## src/rtl/deq_pkg.sv

```systemverilog
`timescale 1ns / 1ps

package deq_pkg;

	localparam int TIME_WIDTH_DEF = 32;

	localparam int CFG_INDEX_W = 2;
	localparam int CFG_DATA_W  = 24;

	// Register indexes of the configuration port.
	localparam logic [CFG_INDEX_W-1:0] CFG_IDLE_LEVEL      = 2'd0;
	localparam logic [CFG_INDEX_W-1:0] CFG_DROP_GAP        = 2'd1;
	localparam logic [CFG_INDEX_W-1:0] CFG_MIN_INTERVAL_US = 2'd2;

	localparam logic        IDLE_LEVEL_RST      = 1'b1;
	localparam logic [15:0] DROP_GAP_RST        = 16'd300;
	localparam logic [23:0] MIN_INTERVAL_US_RST = 24'd180000;

	// Item commands.
	localparam logic CMD_SAMPLE = 1'b0;
	localparam logic CMD_CLEAR  = 1'b1;

	typedef struct packed {
		logic        cmd;
		logic        beam_level;
		logic [31:0] time_ms;
		logic [31:0] time_us;
	} deq_sample_t;

	typedef struct packed {
		logic        drop_accepted;
		logic        edge_seen;
		logic [31:0] drop_total;
		logic [31:0] edge_total;
		logic [31:0] avg_interval_us;
		logic        avg_valid;
	} deq_result_t;

endpackage

```

## src/rtl/drip_edge_qualifier_ema_top.sv

```systemverilog
`timescale 1ns / 1ps

// Drip edge qualifier: counts idle-to-active beam edges, accepts an edge as a drop when at
// least the configured drop gap in milliseconds has passed since the last drop, and keeps a
// smoothed drop interval (avg = (3*avg + interval)/4, seeded by the first qualifying
// interval). A clear item zeroes all statistics but keeps the configuration. Every item
// yields exactly one result item. An accepted item is held in the input register, then in
// the result register; an item in either holds while the result is stalled. One item is
// accepted every cycle while the output is not stalled; the combinational state update
// between the two registers does not limit that rate. Configuration is always ready and
// should be written only while no item is in flight.
module drip_edge_qualifier_ema_top
	import deq_pkg::*;
#(
	parameter int TIME_WIDTH = TIME_WIDTH_DEF
) (
	input  logic                   clk,
	input  logic                   arst_n,
	input  logic                   sample_valid,
	output logic                   sample_stall,
	input  deq_sample_t            sample,
	output logic                   result_valid,
	input  logic                   result_stall,
	output deq_result_t            result,
	input  logic                   cfg_valid,
	output logic                   cfg_ready,
	input  logic [CFG_INDEX_W-1:0] cfg_index,
	input  logic [CFG_DATA_W-1:0]  cfg_data
);

	localparam int InW  = (TIME_WIDTH < 32) ? TIME_WIDTH : 32;
	localparam int CmpW = (TIME_WIDTH > 24) ? TIME_WIDTH : 24;

	logic        idle_level_q;
	logic [15:0] min_gap_q;
	logic [23:0] min_interval_q;

	logic                  valid_s1;
	deq_sample_t           sample_s1;

	logic                  prev_active_q;
	logic [TIME_WIDTH-1:0] last_ms_q;
	logic [TIME_WIDTH-1:0] last_us_q;
	logic                  prior_q;
	logic [31:0]           drop_count_q;
	logic [31:0]           edge_count_q;
	logic [TIME_WIDTH-1:0] avg_q;
	logic                  avg_seeded_q;

	logic                  advance;
	logic                  fire_s1;
	logic                  is_clear;
	logic [TIME_WIDTH-1:0] now_ms;
	logic [TIME_WIDTH-1:0] now_us;
	logic [TIME_WIDTH-1:0] gap_ms;
	logic [TIME_WIDTH-1:0] interval;
	logic                  active;
	logic                  edge_hit;
	logic                  drop_hit;
	logic                  take_interval;
	logic [TIME_WIDTH-3:0] qa;
	logic [TIME_WIDTH-3:0] qb;
	logic [3:0]            rsum;
	logic [TIME_WIDTH+1:0] smooth_sum;
	logic [TIME_WIDTH-1:0] avg_next;
	logic                  seeded_next;
	logic [31:0]           drop_next;
	logic [31:0]           edge_next;

	assign cfg_ready = 1'b1;

	always_ff @(posedge clk or negedge arst_n) begin
		if (!arst_n) begin
			idle_level_q   <= IDLE_LEVEL_RST;
			min_gap_q      <= DROP_GAP_RST;
			min_interval_q <= MIN_INTERVAL_US_RST;
		end else if (cfg_valid && cfg_ready) begin
			priority if (cfg_index == CFG_IDLE_LEVEL) begin
				idle_level_q <= cfg_data[0];
			end else if (cfg_index == CFG_DROP_GAP) begin
				min_gap_q <= cfg_data[15:0];
			end else if (cfg_index == CFG_MIN_INTERVAL_US) begin
				min_interval_q <= cfg_data;
			end else begin
				// Writes beyond the register list are dropped.
			end
		end
	end

	// The input register advances whenever the result register is free or being emptied.
	assign advance      = !result_valid || !result_stall;
	assign fire_s1      = valid_s1 && advance;
	assign sample_stall = valid_s1 && !advance;

	always_ff @(posedge clk or negedge arst_n) begin
		if (!arst_n) begin
			valid_s1 <= 1'b0;
		end else if (!sample_stall) begin
			valid_s1 <= sample_valid;
		end
	end

	always_ff @(posedge clk) begin
		if (sample_valid && !sample_stall) begin
			sample_s1 <= sample;
		end
	end

	always_comb begin
		is_clear = (sample_s1.cmd == CMD_CLEAR);
		now_ms   = TIME_WIDTH'(sample_s1.time_ms[InW-1:0]);
		now_us   = TIME_WIDTH'(sample_s1.time_us[InW-1:0]);
		gap_ms   = now_ms - last_ms_q;
		interval = now_us - last_us_q;
		active   = (sample_s1.beam_level != idle_level_q);
		edge_hit = !is_clear && active && !prev_active_q;
		drop_hit = edge_hit && (gap_ms >= TIME_WIDTH'(min_gap_q));
		take_interval = drop_hit && prior_q &&
			(CmpW'(interval) > CmpW'(min_interval_q));

		// floor((3*avg + interval)/4) split on quotient and remainder by four, no overflow.
		qa   = avg_q[TIME_WIDTH-1:2];
		qb   = interval[TIME_WIDTH-1:2];
		rsum = 4'(avg_q[1:0]) + 4'({avg_q[1:0], 1'b0}) + 4'(interval[1:0]);
		smooth_sum = (TIME_WIDTH+2)'(qa) + (TIME_WIDTH+2)'({qa, 1'b0})
			+ (TIME_WIDTH+2)'(qb) + (TIME_WIDTH+2)'(rsum[3:2]);

		avg_next    = avg_q;
		seeded_next = avg_seeded_q;
		if (is_clear) begin
			avg_next    = '0;
			seeded_next = 1'b0;
		end else if (take_interval) begin
			avg_next    = avg_seeded_q ? TIME_WIDTH'(smooth_sum) : interval;
			seeded_next = 1'b1;
		end

		if (is_clear) begin
			drop_next = '0;
			edge_next = '0;
		end else begin
			drop_next = drop_count_q + 32'(drop_hit);
			edge_next = edge_count_q + 32'(edge_hit);
		end
	end

	always_ff @(posedge clk or negedge arst_n) begin
		if (!arst_n) begin
			prev_active_q <= 1'b0;
			last_ms_q     <= '0;
			last_us_q     <= '0;
			prior_q       <= 1'b0;
			drop_count_q  <= '0;
			edge_count_q  <= '0;
			avg_q         <= '0;
			avg_seeded_q  <= 1'b0;
		end else if (fire_s1) begin
			drop_count_q <= drop_next;
			edge_count_q <= edge_next;
			avg_q        <= avg_next;
			avg_seeded_q <= seeded_next;
			if (is_clear) begin
				prev_active_q <= 1'b0;
				last_ms_q     <= '0;
				last_us_q     <= '0;
				prior_q       <= 1'b0;
			end else begin
				prev_active_q <= active;
				if (drop_hit) begin
					last_ms_q <= now_ms;
					last_us_q <= now_us;
					prior_q   <= 1'b1;
				end
			end
		end
	end

	always_ff @(posedge clk or negedge arst_n) begin
		if (!arst_n) begin
			result_valid <= 1'b0;
		end else if (advance) begin
			result_valid <= valid_s1;
		end
	end

	always_ff @(posedge clk) begin
		if (fire_s1) begin
			result.drop_accepted   <= drop_hit;
			result.edge_seen       <= edge_hit;
			result.drop_total      <= drop_next;
			result.edge_total      <= edge_next;
			result.avg_interval_us <= 32'(avg_next);
			result.avg_valid       <= seeded_next;
		end
	end

	a_drop_needs_edge: assert property (@(posedge clk) disable iff (!arst_n)
		result_valid |-> (!result.drop_accepted || result.edge_seen))
		else $error("accepted drop reported without an edge");

	a_seed_drops_on_clear: assert property (@(posedge clk) disable iff (!arst_n)
		$fell(avg_seeded_q) |-> $past(fire_s1 && sample_s1.cmd == CMD_CLEAR))
		else $error("average lost its seed without a clear item");

	a_state_holds_idle: assert property (@(posedge clk) disable iff (!arst_n)
		!fire_s1 |=> ($stable(edge_count_q) && $stable(drop_count_q) && $stable(avg_q)))
		else $error("statistics changed with no item processed");

endmodule

```

## config.mk

```make
export PLATFORM = sky130hd
export DESIGN_NAME = drip_edge_qualifier_ema_top
export DESIGN_NICKNAME = d
export VERILOG_FILES = /design/src/rtl/deq_pkg.sv /design/src/rtl/drip_edge_qualifier_ema_top.sv
export SDC_FILE = /design/constraint.sdc
export NUM_CORES = 1
export LEC_CHECK = 0
export BUFFER_PORTS_ARGS = -buffer_cell sky130_fd_sc_hd__buf_4
export CAP_MARGIN = 20
export CORE_ASPECT_RATIO = 2
export CORE_UTILIZATION = 55
export DETAILED_ROUTE_END_ITERATION = 8
export PLACE_DENSITY = 0.77
export SETUP_SLACK_MARGIN = 0.02
export SYNTH_ARGS = -nofsm -noshare
export SYNTH_HDL_FRONTEND = slang
export SYNTH_SLANG_ARGS = --single-unit
```

## constraint.sdc

```tcl
create_clock -name clk -period 5.77 [get_ports clk]
set_clock_uncertainty 0.2 [all_clocks]
set_input_delay 1.731 -clock clk [delete_from_list [all_inputs] [get_ports clk]]
set_output_delay 1.731 -clock clk [all_outputs]
set_load 0.02 [all_outputs]
```

==> impl_results.md, run 1 <==
* NetSw at 6.61 mW
* Hold Slack at 0.299 ns
* DRT Pass-1 Iters at 6
* Die H at 287 um
* Mapped cell area at 22400 sq um
* Number of synthesized flops with an enable pin at 165
* N_diodes at 0
* PD cells at 568 nW/um^2
* Total CTS buffers at 36
* Global-route wire length before repair at 96.5 mm
* Clock network power share at 0.161
* Routed WL per cell at 19.6 um
* Drt total wl at 61.0 mm
* Buffers added on ports at 197
* Pint at 9.11 mW
* Die Wd at 145 um
* Share of layout cells above drive strength 1 at 0.241
* DRC at 0
* Std cell rows at 104
* CP Class: reg -> reg
* Fin. max-slew vios at 0
* I/O pin count at 199
* CP Buf/Inv Count at 5
* Vias in the first global route at 19161
* Final Core Density at 0.688
* Overall Global Routing Usage at 0.300
* Final ANT Viol Nets at 0
* Yosys warns at 0
* Initial antenna violation count at 0
* Final hold vios at 0
* Placed cell count at 3031
* Most common cell in the synthesized netlist: nand2_1
* Sink Count at 371
* Synth Area per Inst at 10.1 sq um
* Largest net degree at the start of global routing at 163
* Max Root-Sink Buffers at 3
* Post-synth top cells: 243 x nand2_1, 205 x inv_1, 192 x dfrtp_1, 165 x edfxtp_1, 136 x ha_1
* F_max at 0.176 GHz
* Crit path capture type: register
* Synthesis-stage register bit count at 371
* Worst-Skew Late Latency at 0.55 ns
* Fin cells at 3107
* Area leader, netlist: edfxtp_1
* Die area at 41600 sq um
* Core area at 40200 sq um
* Fillers at 2993
* Mapped Nets at 2478
* Hold Buf Count CTS at 0
* Outcome: completed
* Switching share of total power at 0.421
* Final Cell Area at 27700 sq um
* H-tree depth at 2
* Peak VDD IR at 379 uV
* Routability congestion estimate from global placement at 0.957
* CP dominant cell by count: buf_4
* Share of the synthesized area in the top cell type at 0.221
* Class of the most critical hold timing path: reg -> reg
* Starting DRC count in detailed routing at 820
* Via count at 18303
* Dominant synthesized flop cell: dfrtp_1
* Worst-path clk slew at 0.07 ns
* Post-layout min period at 5.68 ns
* Final setup fails at 0
* WP data required at 5.83 ns
* HPWL after detailed placement at 45.4 mm
* Gr ovfl total at 0
* Max_slew headroom at 0.293
* Critical path arrival at 5.74 ns
* Slew @ Worst Pin at 1.05 ns
* Mapped Cells at 2210
* Dpl cell area at 25700 sq um
* Sequential share of power at 0.222
* Comb power frac at 0.617
* Initial Utilization at 0.557
* Slowest stage delay, CP at 0.45 ns
* Clock root buffer: clkbuf_16
* DR vias/cell at 5.89
* Yosys cell types at 76
* RSZ-0062 raised after global routing: yes
* Asr flop ratio synth at 0.555
* Synth top area cells: edfxtp_1 22%, dfrtp_1 21%, ha_1 7.6%
* Pleak at 12.3 nW
* Layout area overhead at 23.5%
* Startpoint Class: register
* Seq/Total Area, Yosys at 0.452
* Tcrit/Tclk final at 0.984
* Largest delay share family, worst path: compound AO/OA/AOI/OAI gates
* Final net count at 2817
* Crit Path Max Fanout at 3
* Crit-path slowest cell: fa_1
* MaxCap Viol Count at 0
* CTS tree: done
-- placed cells by master (no fill, tap or decap), types with 8 or more instances in the layout --
master and count:
a21oi_2 15, nand4_1 23, dfstp_2 14, nand2b_1 16, nand3_1 48, a21oi_1 106
o21a_1 22, and2_1 11, a221o_1 38, a22o_1 28, dfrtp_1 192, nand2_1 240
o211ai_1 26, mux2_2 48, or3_1 8, nor2b_1 13, xor2_1 69, a311oi_1 17
o21bai_1 11, inv_1 200, o221ai_1 8, a2bb2oi_1 9, nor2_1 127, clkbuf_16 40
o31ai_1 39, nor3_1 59, a21o_1 40, and3_1 15, o21ai_1 8, buf_4 384
fa_1 32, o21ai_0 50, a211oi_1 14, xnor2_1 54, ha_1 126, buf_12 9
mux2i_1 43, edfxtp_1 165
-- layer usage --
metal / up-vias / wire length [um] / share of wire / track usage
met5: - / 0 / 0 / 0
met4: 0 / 4230 / 0.069 / 0.195
met3: 203 / 1950 / 0.032 / 0.0268
met2: 527 / 33300 / 0.55 / 0.568
met1: 8944 / 21500 / 0.35 / 0.307
li1: 8629 / - / - / -
-- final timing paths --
kind / slack [ns] / start / depth (start not counted) / end
worst max-delay path: 0.09 / last_us_q[3]$_DFFE_PN0P_ / 27 / result[24]$_DFFE_PP_
worst min-delay path: 0.30 / last_ms_q[12]$_DFFE_PN0P_ / 1 / last_ms_q[12]$_DFFE_PN0P_
worst max register to register: 0.09 / last_us_q[3]$_DFFE_PN0P_ / 27 / result[24]$_DFFE_PP_
worst min register to register: 0.30 / last_ms_q[12]$_DFFE_PN0P_ / 1 / last_ms_q[12]$_DFFE_PN0P_
max in group asynchronous: 3.24 / arst_n / 2 / min_interval_q[17]$_DFFE_PN1P_
min in group asynchronous: 1.07 / arst_n / 1 / drop_count_q[15]$_DFFE_PN0P_
-- power groups by stage --
stage | Clock [mW] | Sequential, mW | Combinational, mW
final | 2.53 | 3.49 | 9.70
after global placement | 0 | 3.51 | 8.43
after global routing | 2.65 | 3.54 | 10.7
after detailed placement | 0 | 3.54 | 8.67
after floorplan | 0 | 3.54 | 5.56
after CTS | 2.57 | 3.49 | 8.95
-- logic make-up (layout without fill, tap and decap cells) --
group                    after synthesis  in the layout  synth area share
AND/OR/NAND/NOR                      631            631             0.131
buffers and inverters                300            667            0.0525
flip-flops                           371            371             0.452
AO/OA/AOI/OAI                        516            516             0.163
adder cells (fa/ha/maj)              171            171             0.107
other                                  1              1          0.000168
XOR/XNOR                             129            129            0.0505
multiplexers                          91             91            0.0434
-- state kept, by name (all words and copies together) (netlist names) --
signal	flops
last_ms_q	32
is_clear	1
result_valid	1
prior_q	1
valid_s1	1
result	99
now_ms	32
idle_level_q	1
avg_q	32
avg_seeded_q	1
sample_s1	1
now_us	32
prev_active_q	1
edge_count_q	32
min_gap_q	16
last_us_q	32
drop_count_q	32
min_interval_q	24
-- what timing repair did --
action	in CTS	in global routing
pin swaps	13	42
resized for setup	38	99
setup buffers	2	9
endpoints found under the setup margin	78	117
-- per-stage QoR --
step	TNS, ns	power, mW	setup WS (ns)
3_5_place_dp	-7.28	12.2	-0.443
2_1_floorplan	0	9.10	0.0443
5_1_grt	-0.282	16.9	-0.133
3_3_place_gp	-2.95	11.9	-0.289
4_1_cts	0	15.0	0.0243
6_report	0	15.7	0.0928
-- cell type report --
cell class / count / area, sq um / share of cell area
flip-flops and latches: 371 / 10100 / 0.366
repair buffers: 395 / 3080 / 0.111
clock inverters: 20 / 229 / 0.00828
clock buffers: 46 / 1030 / 0.0374
multi-input cells: 1539 / 11700 / 0.425
well taps: 530 / 663 / 0.0240
inverters: 206 / 776 / 0.0281
(Power assumes the default switching activity.)
==> run 2, diff against run 1 <==
--- a/config.mk
+++ b/config.mk
@@ -5,12 +5,12 @@
 export SDC_FILE = /design/constraint.sdc
 export NUM_CORES = 1
 export LEC_CHECK = 0
-export BUFFER_PORTS_ARGS = -buffer_cell sky130_fd_sc_hd__buf_4
 export CAP_MARGIN = 20
 export CORE_ASPECT_RATIO = 2
-export CORE_UTILIZATION = 55
+export CORE_UTILIZATION = 59
 export DETAILED_ROUTE_END_ITERATION = 8
-export PLACE_DENSITY = 0.77
+export DONT_BUFFER_PORTS = 1
+export PLACE_DENSITY = 0.78
 export SETUP_SLACK_MARGIN = 0.02
 export SYNTH_ARGS = -nofsm -noshare
 export SYNTH_HDL_FRONTEND = slang
==> run 2 against run 1 <==
  * Worst hold slack worse by 0.011 ns
  * Fmax about the same
  * Sequential share of layout area up 2.8 points
  * Flip-flop and latch count unchanged
  * Global-route usage down 0.40 points
  * Power down 3.6%
  * Register-to-register slack about the same
  * First-iteration DRC count down 5.6%
  * Cell area down 7.1%
  * Critical endpoint is now result[29]$_DFFE_PP_
==> impl_results.md, run 2 (synthesis results as in run 1) <==
* Slowest stage delay, CP at 0.52 ns (was 0.45 ns)
* Crit path capture type: register (unchanged)
* Worst-path clk slew at 0.07 ns (about the same)
* Pwr Total at 15.1 mW (was 15.7 mW)
* Biggest register: result (unchanged)
* Core area at 37300 sq um (was 40200 sq um)
* Die H at 277 um (was 287 um)
* Post-layout min period at 5.67 ns (was 5.68 ns)
* Worst-Skew Late Latency at 0.55 ns (about the same)
* Largest net degree at the start of global routing at 207 (was 163)
* Vias in the first global route at 17904 (was 19161)
* Outcome: completed (unchanged)
* Final ANT Viol Nets at 0 (unchanged)
* Overall Global Routing Usage at 0.296 (was 0.300)
* Worst r2r src: last_us_q[0]$_DFFE_PN0P_ (was last_us_q[3]$_DFFE_PN0P_)
* Fillers at 2818 (was 2993)
* Sequential standard cell area at 10100 sq um (unchanged)
* Drt total wl at 57.2 mm (was 61.0 mm)
* Max Root-Sink Buffers at 3 (unchanged)
* TNS Setup at 0 ns (unchanged)
* Critical Path Start: last_us_q[0]$_DFFE_PN0P_ (was last_us_q[3]$_DFFE_PN0P_)
* Sink Count at 371 (unchanged)
* Class of the most critical hold timing path: reg -> reg (unchanged)
* Final worst slack at 0.0950 ns (was 0.0928 ns)
* Tcrit/Tclk final at 0.984 (about the same)
* Pre-CTS WS at -0.371 ns (was -0.443 ns)
* CTS tree: done (unchanged)
* Total CTS buffers at 34 (was 36)
* Largest delay share family, worst path: adder cells (was compound AO/OA/AOI/OAI gates)
* Slew @ Worst Pin at 0.982 ns (was 1.05 ns)
* Peak VDD IR at 373 uV (was 379 uV)
* Die Wd at 140 um (was 145 um)
* Multi-input gate area at 11600 sq um (was 11700 sq um)
* Final Cell Area at 25700 sq um (was 27700 sq um)
* Routed WL per cell at 20.2 um (was 19.6 um)
* I/O pin count at 199 (unchanged)
* Hold Buf Count CTS at 0 (unchanged)
* Max_slew headroom at 0.344 (was 0.293)
* Clock network power share at 0.153 (was 0.161)
* Starting DRC count in detailed routing at 774 (was 820)
* Fin. max-slew vios at 0 (unchanged)
* Dpl cell area at 24000 sq um (was 25700 sq um)
* HPWL after detailed placement at 42.9 mm (was 45.4 mm)
* Max FFs per register at 99 (unchanged)
* CP Buf/Inv Count at 3 (was 5)
* Pint at 8.74 mW (was 9.11 mW)
* Layout area overhead at 14.7% (was 23.5%)
* Cell Chain, Critical Path: ha_4, fa_1, fa_1, or3_4, fa_1, inv_2, fa_2, inv_1, fa_1, nand2b_4, a21oi_4, o2111ai_2, nand3_2, a31oi_4, o21ai_0, buf_4, a41oi_2, nor2b_4, xnor2_1, mux2i_1, a311oi_1
* MaxCap Viol Count at 0 (unchanged)
* Hold Startpoint: prev_active_q$_DFFE_PN0P_ (was last_ms_q[12]$_DFFE_PN0P_)
* NetSw at 6.40 mW (was 6.61 mW)
* Critical path arrival at 5.72 ns (was 5.74 ns)
* Crit Path Max Fanout at 3 (unchanged)
* DR vias/cell at 6.15 (was 5.89)
* Commonest cells after routing, fill and taps aside: 242 x nand2_1, 202 x inv_1, 192 x dfrtp_1, 180 x buf_4, 165 x edfxtp_1 (was 384 x buf_4, 240 x nand2_1, 200 x inv_1, 192 x dfrtp_1, 165 x edfxtp_1)
* Std cell rows at 100 (was 104)
* Clock root buffer: clkbuf_16 (unchanged)
* Routability congestion estimate from global placement at 0.962 (was 0.957)
* Sequential share of power at 0.237 (was 0.222)
* Pleak at 11.2 nW (was 12.3 nW)
* Final Core Density at 0.689 (was 0.688)
* Final setup fails at 0 (unchanged)
* Via count at 17372 (was 18303)
* Global-route wire length before repair at 90.4 mm (was 96.5 mm)
* CP dominant cell by count: fa_1 (was buf_4)
* H-tree depth at 2 (unchanged)
* F_max at 0.176 GHz (about the same)
* WP data required at 5.82 ns (was 5.83 ns)
* RSZ-0062 raised after global routing: yes (unchanged)
* Buffers added on ports at 0 (was 197)
* Crit-path slowest cell: fa_1 (unchanged)
* Startpoint Class: register (unchanged)
* Gr ovfl total at 0 (unchanged)
* DRC at 0 (unchanged)
* Final hold vios at 0 (unchanged)
* Switching share of total power at 0.423 (was 0.421)
* Comb power frac at 0.610 (was 0.617)
* Most common cell after layout, fill and taps aside: nand2_1 (was buf_4)
* Die area at 38800 sq um (was 41600 sq um)
* Share of layout cells above drive strength 1 at 0.162 (was 0.241)
* DRT Pass-1 Iters at 5 (was 6)
* Initial antenna violation count at 1 (was 0)
* CP Class: reg -> reg (unchanged)
* Initial Utilization at 0.600 (was 0.557)
* Final net count at 2609 (was 2817)
* PD cells at 590 nW/um^2 (was 568 nW/um^2)
[run 2: changes by cell type in the layout (fill, tap and decap cells not counted), sizes merged]
| cell | change |
|---|---|
| diode | +1 |
| clkinv | +4 |
| clkbuf | -9 |
| clkinvlp | -1 |
| buf | -205 |
[run 2: timing repair]
| item | 4_1_cts | 5_1_grt |
|---|---|---|
| setup buffers | 1 | 9 |
| gates resized for setup | 19 | 78 |
| setup endpoints to repair | 44 | 121 |
| pin swaps | 4 | 28 |
[run 2: routing by layer]
| layer | global-route usage | vias up | share of wire | wire length [um] |
|---|---|---|---|---|
| met3 | 0.0392 | 186 | 0.043 | 2480 |
| li1 | - | 8206 | - | - |
| met4 | 0.210 | 0 | 0.071 | 4060 |
| met1 | 0.293 | 8444 | 0.34 | 19500 |
| met5 | 0 | - | 0 | 0 |
| met2 | 0.560 | 536 | 0.54 | 31100 |
[run 2: worst paths after layout]
path,slack (ns),depth (start not counted),endpoint
min reg2reg,0.29,2,prev_active_q$_DFFE_PN0P_
min,0.29,2,prev_active_q$_DFFE_PN0P_
min in group asynchronous,0.69,0,drop_count_q[8]$_DFFE_PN0P_
max in group asynchronous,4.36,0,min_interval_q[17]$_DFFE_PN1P_
max reg2reg,0.1,21,result[29]$_DFFE_PP_
max,0.1,21,result[29]$_DFFE_PP_
[run 2: tightest hold or removal path: cells and delay by family (launching register included)]
kind            cells  cell delay (ns)
compound gates      1             0.06
flops               1             0.35
simple gates        1             0.05
[run 2: cell type report]
cell class | instances | area share
antenna | 1 | 0.0000975
clock buffer | 38 | 0.0345
clock inverter | 23 | 0.00955
inverter | 206 | 0.0302
multi-input combinational | 1539 | 0.450
sequential | 371 | 0.394
tap | 459 | 0.0224
timing repair buffer | 189 | 0.0590
[run 2: power groups by stage]
stage          clock network [mW]  logic [mW]  registers [mW]
4_1_cts                      2.36        8.62            3.59
6_report                     2.32        9.23            3.59
2_1_floorplan                   0        5.56            3.54
5_1_grt                      2.45        10.1            3.64
3_5_place_dp                    0        8.35            3.63
3_3_place_gp                    0        8.07            3.61
[run 2: metrics by stage]
step,hold WS [ns],cells
finish,0.288,2826
global route,0.297,2826
CTS,0.291,2817
detailed placement,0.275,2755
global placement,0.264,2755
floorplan,0.241,2210
==> run 3, diff against run 2 <==
--- a/config.mk
+++ b/config.mk
@@ -5,12 +5,13 @@
 export SDC_FILE = /design/constraint.sdc
 export NUM_CORES = 1
 export LEC_CHECK = 0
-export CAP_MARGIN = 20
+export CAP_MARGIN = 5
 export CORE_ASPECT_RATIO = 2
 export CORE_UTILIZATION = 59
 export DETAILED_ROUTE_END_ITERATION = 8
 export DONT_BUFFER_PORTS = 1
 export PLACE_DENSITY = 0.78
+export RECOVER_POWER = 50
 export SETUP_SLACK_MARGIN = 0.02
 export SYNTH_ARGS = -nofsm -noshare
 export SYNTH_HDL_FRONTEND = slang
==> run 3 against run 2 <==
  * Die area unchanged
  * First-iteration DRC count fell by 0.13%
  * Core utilization hardly changed
  * Largest cell class unchanged
  * Largest power group unchanged
  * Critical path depth stayed put
  * Routed wire length hardly changed
  * Critical path type unchanged
  * The run now ends with max-capacitance violations, max-slew violations left
  * Non-clock buffer count stayed put
  * Fmax hardly changed
  * Cell area is essentially flat
  * Final cell count stayed put
==> impl_results.md, run 3 (synthesis results as in run 1) <==
* Outcome: complete, but fails checks (was completed)
* Failing checks: max-capacitance violations, max-slew violations
* Global-route wire length before repair at 90.4 mm (unchanged)
* Die area at 38800 sq um (unchanged)
* WP data required at 5.82 ns (about the same)
* Final Cell Area at 25700 sq um (about the same)
* Commonest cells after routing, fill and taps aside: 242 x nand2_1, 202 x inv_1, 192 x dfrtp_1, 177 x buf_4, 165 x edfxtp_1 (was 242 x nand2_1, 202 x inv_1, 192 x dfrtp_1, 180 x buf_4, 165 x edfxtp_1)
* R2R depth at 21 (unchanged)
* Class of the most critical hold timing path: reg -> reg (unchanged)
* DRC at 0 (unchanged)
* Sink Count at 371 (unchanged)
* DR vias/cell at 6.15 (about the same)
* PD cells at 590 nW/um^2 (about the same)
* Met2 WL at 31.2 mm (was 31.1 mm)
* Crit Path Max Fanout at 3 (unchanged)
* Sequential standard cell area at 10100 sq um (unchanged)
* Worst r2r src: last_us_q[0]$_DFFE_PN0P_ (unchanged)
* Pre-CTS WS at -0.371 ns (unchanged)
* Sequential share of power at 0.237 (about the same)
* Peak VDD IR at 373 uV (about the same)
* Max FFs per register at 99 (unchanged)
* Overall Global Routing Usage at 0.296 (unchanged)
* CP Buf/Inv Count at 3 (unchanged)
* Pint at 8.75 mW (was 8.74 mW)
* Comb power frac at 0.610 (about the same)
* Switching share of total power at 0.423 (about the same)
* Critical path arrival at 5.72 ns (about the same)
* Reg2reg end: result[29]$_DFFE_PP_ (unchanged)
* Initial Utilization at 0.600 (unchanged)
* I/O pin count at 199 (unchanged)
* NetSw at 6.40 mW (about the same)
* Final worst slack at 0.0958 ns (was 0.0950 ns)
* Hold Buf Count CTS at 0 (unchanged)
* Layout area overhead at 14.6% (was 14.7%)
* F_max at 0.176 GHz (about the same)
* Clock root buffer: clkbuf_16 (unchanged)
* Die H at 277 um (unchanged)
* Startpoint Class: register (unchanged)
* Std cell rows at 100 (unchanged)
* Slew @ Worst Pin at 3.54 ns (was 0.982 ns)
* HPWL after detailed placement at 42.9 mm (unchanged)
* Final Core Density at 0.688 (was 0.689)
* Core area at 37300 sq um (unchanged)
* Pleak at 11.2 nW (about the same)
* Total CTS buffers at 34 (unchanged)
* Dpl cell area at 24000 sq um (unchanged)
* Clock network power share at 0.153 (about the same)
* Met3 WL at 2.47 mm (was 2.48 mm)
* Met1 Wirelength at 19.5 mm (about the same)
* Via count at 17371 (was 17372)
* Crit-path slowest cell: fa_1 (unchanged)
* Flop-to-flop setup slack at 0.1 ns (about the same)
* Tcrit/Tclk final at 0.983 (was 0.984)
* H-tree depth at 2 (unchanged)
* Drt total wl at 57.2 mm (about the same)
* Buffers added on ports at 0 (unchanged)
* Routed WL per cell at 20.2 um (about the same)
* DR top layer: met4 (unchanged)
* CTS tree: done (unchanged)
* RSZ-0062 raised after global routing: yes (unchanged)
* Final hold vios at 0 (unchanged)
* Final setup fails at 0 (unchanged)
* DRT Pass-1 Iters at 5 (unchanged)
* Worst-path clk slew at 0.07 ns (about the same)
* Vias in the first global route at 17904 (unchanged)
* Max Root-Sink Buffers at 3 (unchanged)
* CP dominant cell by count: fa_1 (unchanged)
* Critical Path Start: last_us_q[0]$_DFFE_PN0P_ (unchanged)
* CP Class: reg -> reg (unchanged)
* Die Wd at 140 um (unchanged)
* Cell depth of the worst setup path at 21 (unchanged)
* MaxCap Viol Count at 3 (was 0)
* Multi-input gate area at 11600 sq um (unchanged)
* Starting DRC count in detailed routing at 773 (was 774)
* Fin. max-slew vios at 132 (was 0)
* Max_slew headroom at -1.36 (was 0.344)
* Initial antenna violation count at 1 (unchanged)
* Worst-Skew Late Latency at 0.55 ns (about the same)
* Final ANT Viol Nets at 0 (unchanged)
* Crit path capture: result[29]$_DFFE_PP_ (unchanged)
* Biggest register: result (unchanged)
* Hold Slack at 0.287 ns (was 0.288 ns)
* Crit path capture type: register (unchanged)
* Routability congestion estimate from global placement at 0.962 (unchanged)
* Share of layout cells above drive strength 1 at 0.161 (was 0.162)
* Post-layout min period at 5.67 ns (about the same)
* Gr ovfl total at 0 (unchanged)
* Cell Chain, Critical Path: ha_4, fa_1, fa_1, or3_4, fa_1, inv_2, fa_2, inv_1, fa_1, nand2b_4, a21oi_4, o2111ai_2, nand3_2, a31oi_4, o21ai_0, buf_4, a41oi_2, nor2b_4, xnor2_1, mux2i_1, a311oi_1 (unchanged)
* Largest delay share family, worst path: adder cells (unchanged)
* Slowest stage delay, CP at 0.52 ns (about the same)
* Most common cell after layout, fill and taps aside: nand2_1 (unchanged)
* Largest net degree at the start of global routing at 207 (unchanged)
* Fillers at 2820 (was 2818)
* Final net count at 2609 (unchanged)
[run 3: changes by cell type in the layout (fill, tap and decap cells not counted), sizes merged]
| cell | before | now |
|---|---|---|
| buf | 189 | 186 |
| clkbuf | 38 | 41 |
[run 3: worst min-delay path by stage]
stage | to | start | slack (ns) | cells after the start
finish | prev_active_q$_DFFE_PN0P_ | prev_active_q$_DFFE_PN0P_ | 0.29 | 2
global route | prior_q$_DFFE_PN0P_ | prior_q$_DFFE_PN0P_ | 0.30 | 1
CTS | prev_active_q$_DFFE_PN0P_ | prev_active_q$_DFFE_PN0P_ | 0.29 | 2
detailed placement | prior_q$_DFFE_PN0P_ | prior_q$_DFFE_PN0P_ | 0.27 | 1
global placement | prior_q$_DFFE_PN0P_ | prior_q$_DFFE_PN0P_ | 0.26 | 1
floorplan | prior_q$_DFFE_PN0P_ | prior_q$_DFFE_PN0P_ | 0.24 | 1
[run 3: per-layer routing]
| layer | vias up | track usage |
|---|---|---|
| met3 | 186 | 0.0392 |
| met5 | - | 0 |
| li1 | 8203 | - |
| met4 | 0 | 0.210 |
| met2 | 532 | 0.560 |
| met1 | 8450 | 0.293 |
[run 3: per-stage QoR]
stage,instances,setup TNS [ns],power [mW]
3_5_place_dp,2755,-3.33,12.0
3_3_place_gp,2755,-0.393,11.7
2_1_floorplan,2210,0,9.10
4_1_cts,2817,-0.0190,14.6
5_1_grt,2826,-0.254,16.2
6_report,2826,0,15.1
[run 3: what timing repair did]
item                                    CTS  global route
endpoints found under the setup margin   44           121
setup buffers                             1             9
resized for setup                        19            78
pin swaps                                 4            28
[run 3: area by class of cell]
cell class                      count  area share
Antenna cell                        1   0.0000975
Clock inverter                     23     0.00955
Tap cell                          459      0.0224
Multi-Input combinational cell   1539       0.450
Sequential cell                   371       0.395
Inverter                          206      0.0302
Timing Repair Buffer              189      0.0585
Clock buffer                       38      0.0346
[run 3: worst register-to-register path, stage by stage (launching register included)]
cell and delay [ns]:
dfrtp_1 0.42, ha_4 0.19, fa_1 0.51, fa_1 0.50
or3_4 0.34, fa_1 0.52, inv_2 0.05, fa_2 0.37
inv_1 0.10, fa_1 0.20, nand2b_4 0.15, a21oi_4 0.06
o2111ai_2 0.20, nand3_2 0.14, a31oi_4 0.28, o21ai_0 0.16
buf_4 0.16, a41oi_2 0.19, nor2b_4 0.19, xnor2_1 0.08
mux2i_1 0.24, a311oi_1 0.13
[run 3: power by group through the flow]
| stage | logic [mW] | clock network (mW) | registers [mW] |
|---|---|---|---|
| floorplan | 5.56 | 0 | 3.54 |
| global placement | 8.07 | 0 | 3.61 |
| detailed placement | 8.35 | 0 | 3.63 |
| CTS | 8.62 | 2.36 | 3.59 |
| global route | 10.1 | 2.45 | 3.64 |
| finish | 9.23 | 2.32 | 3.59 |
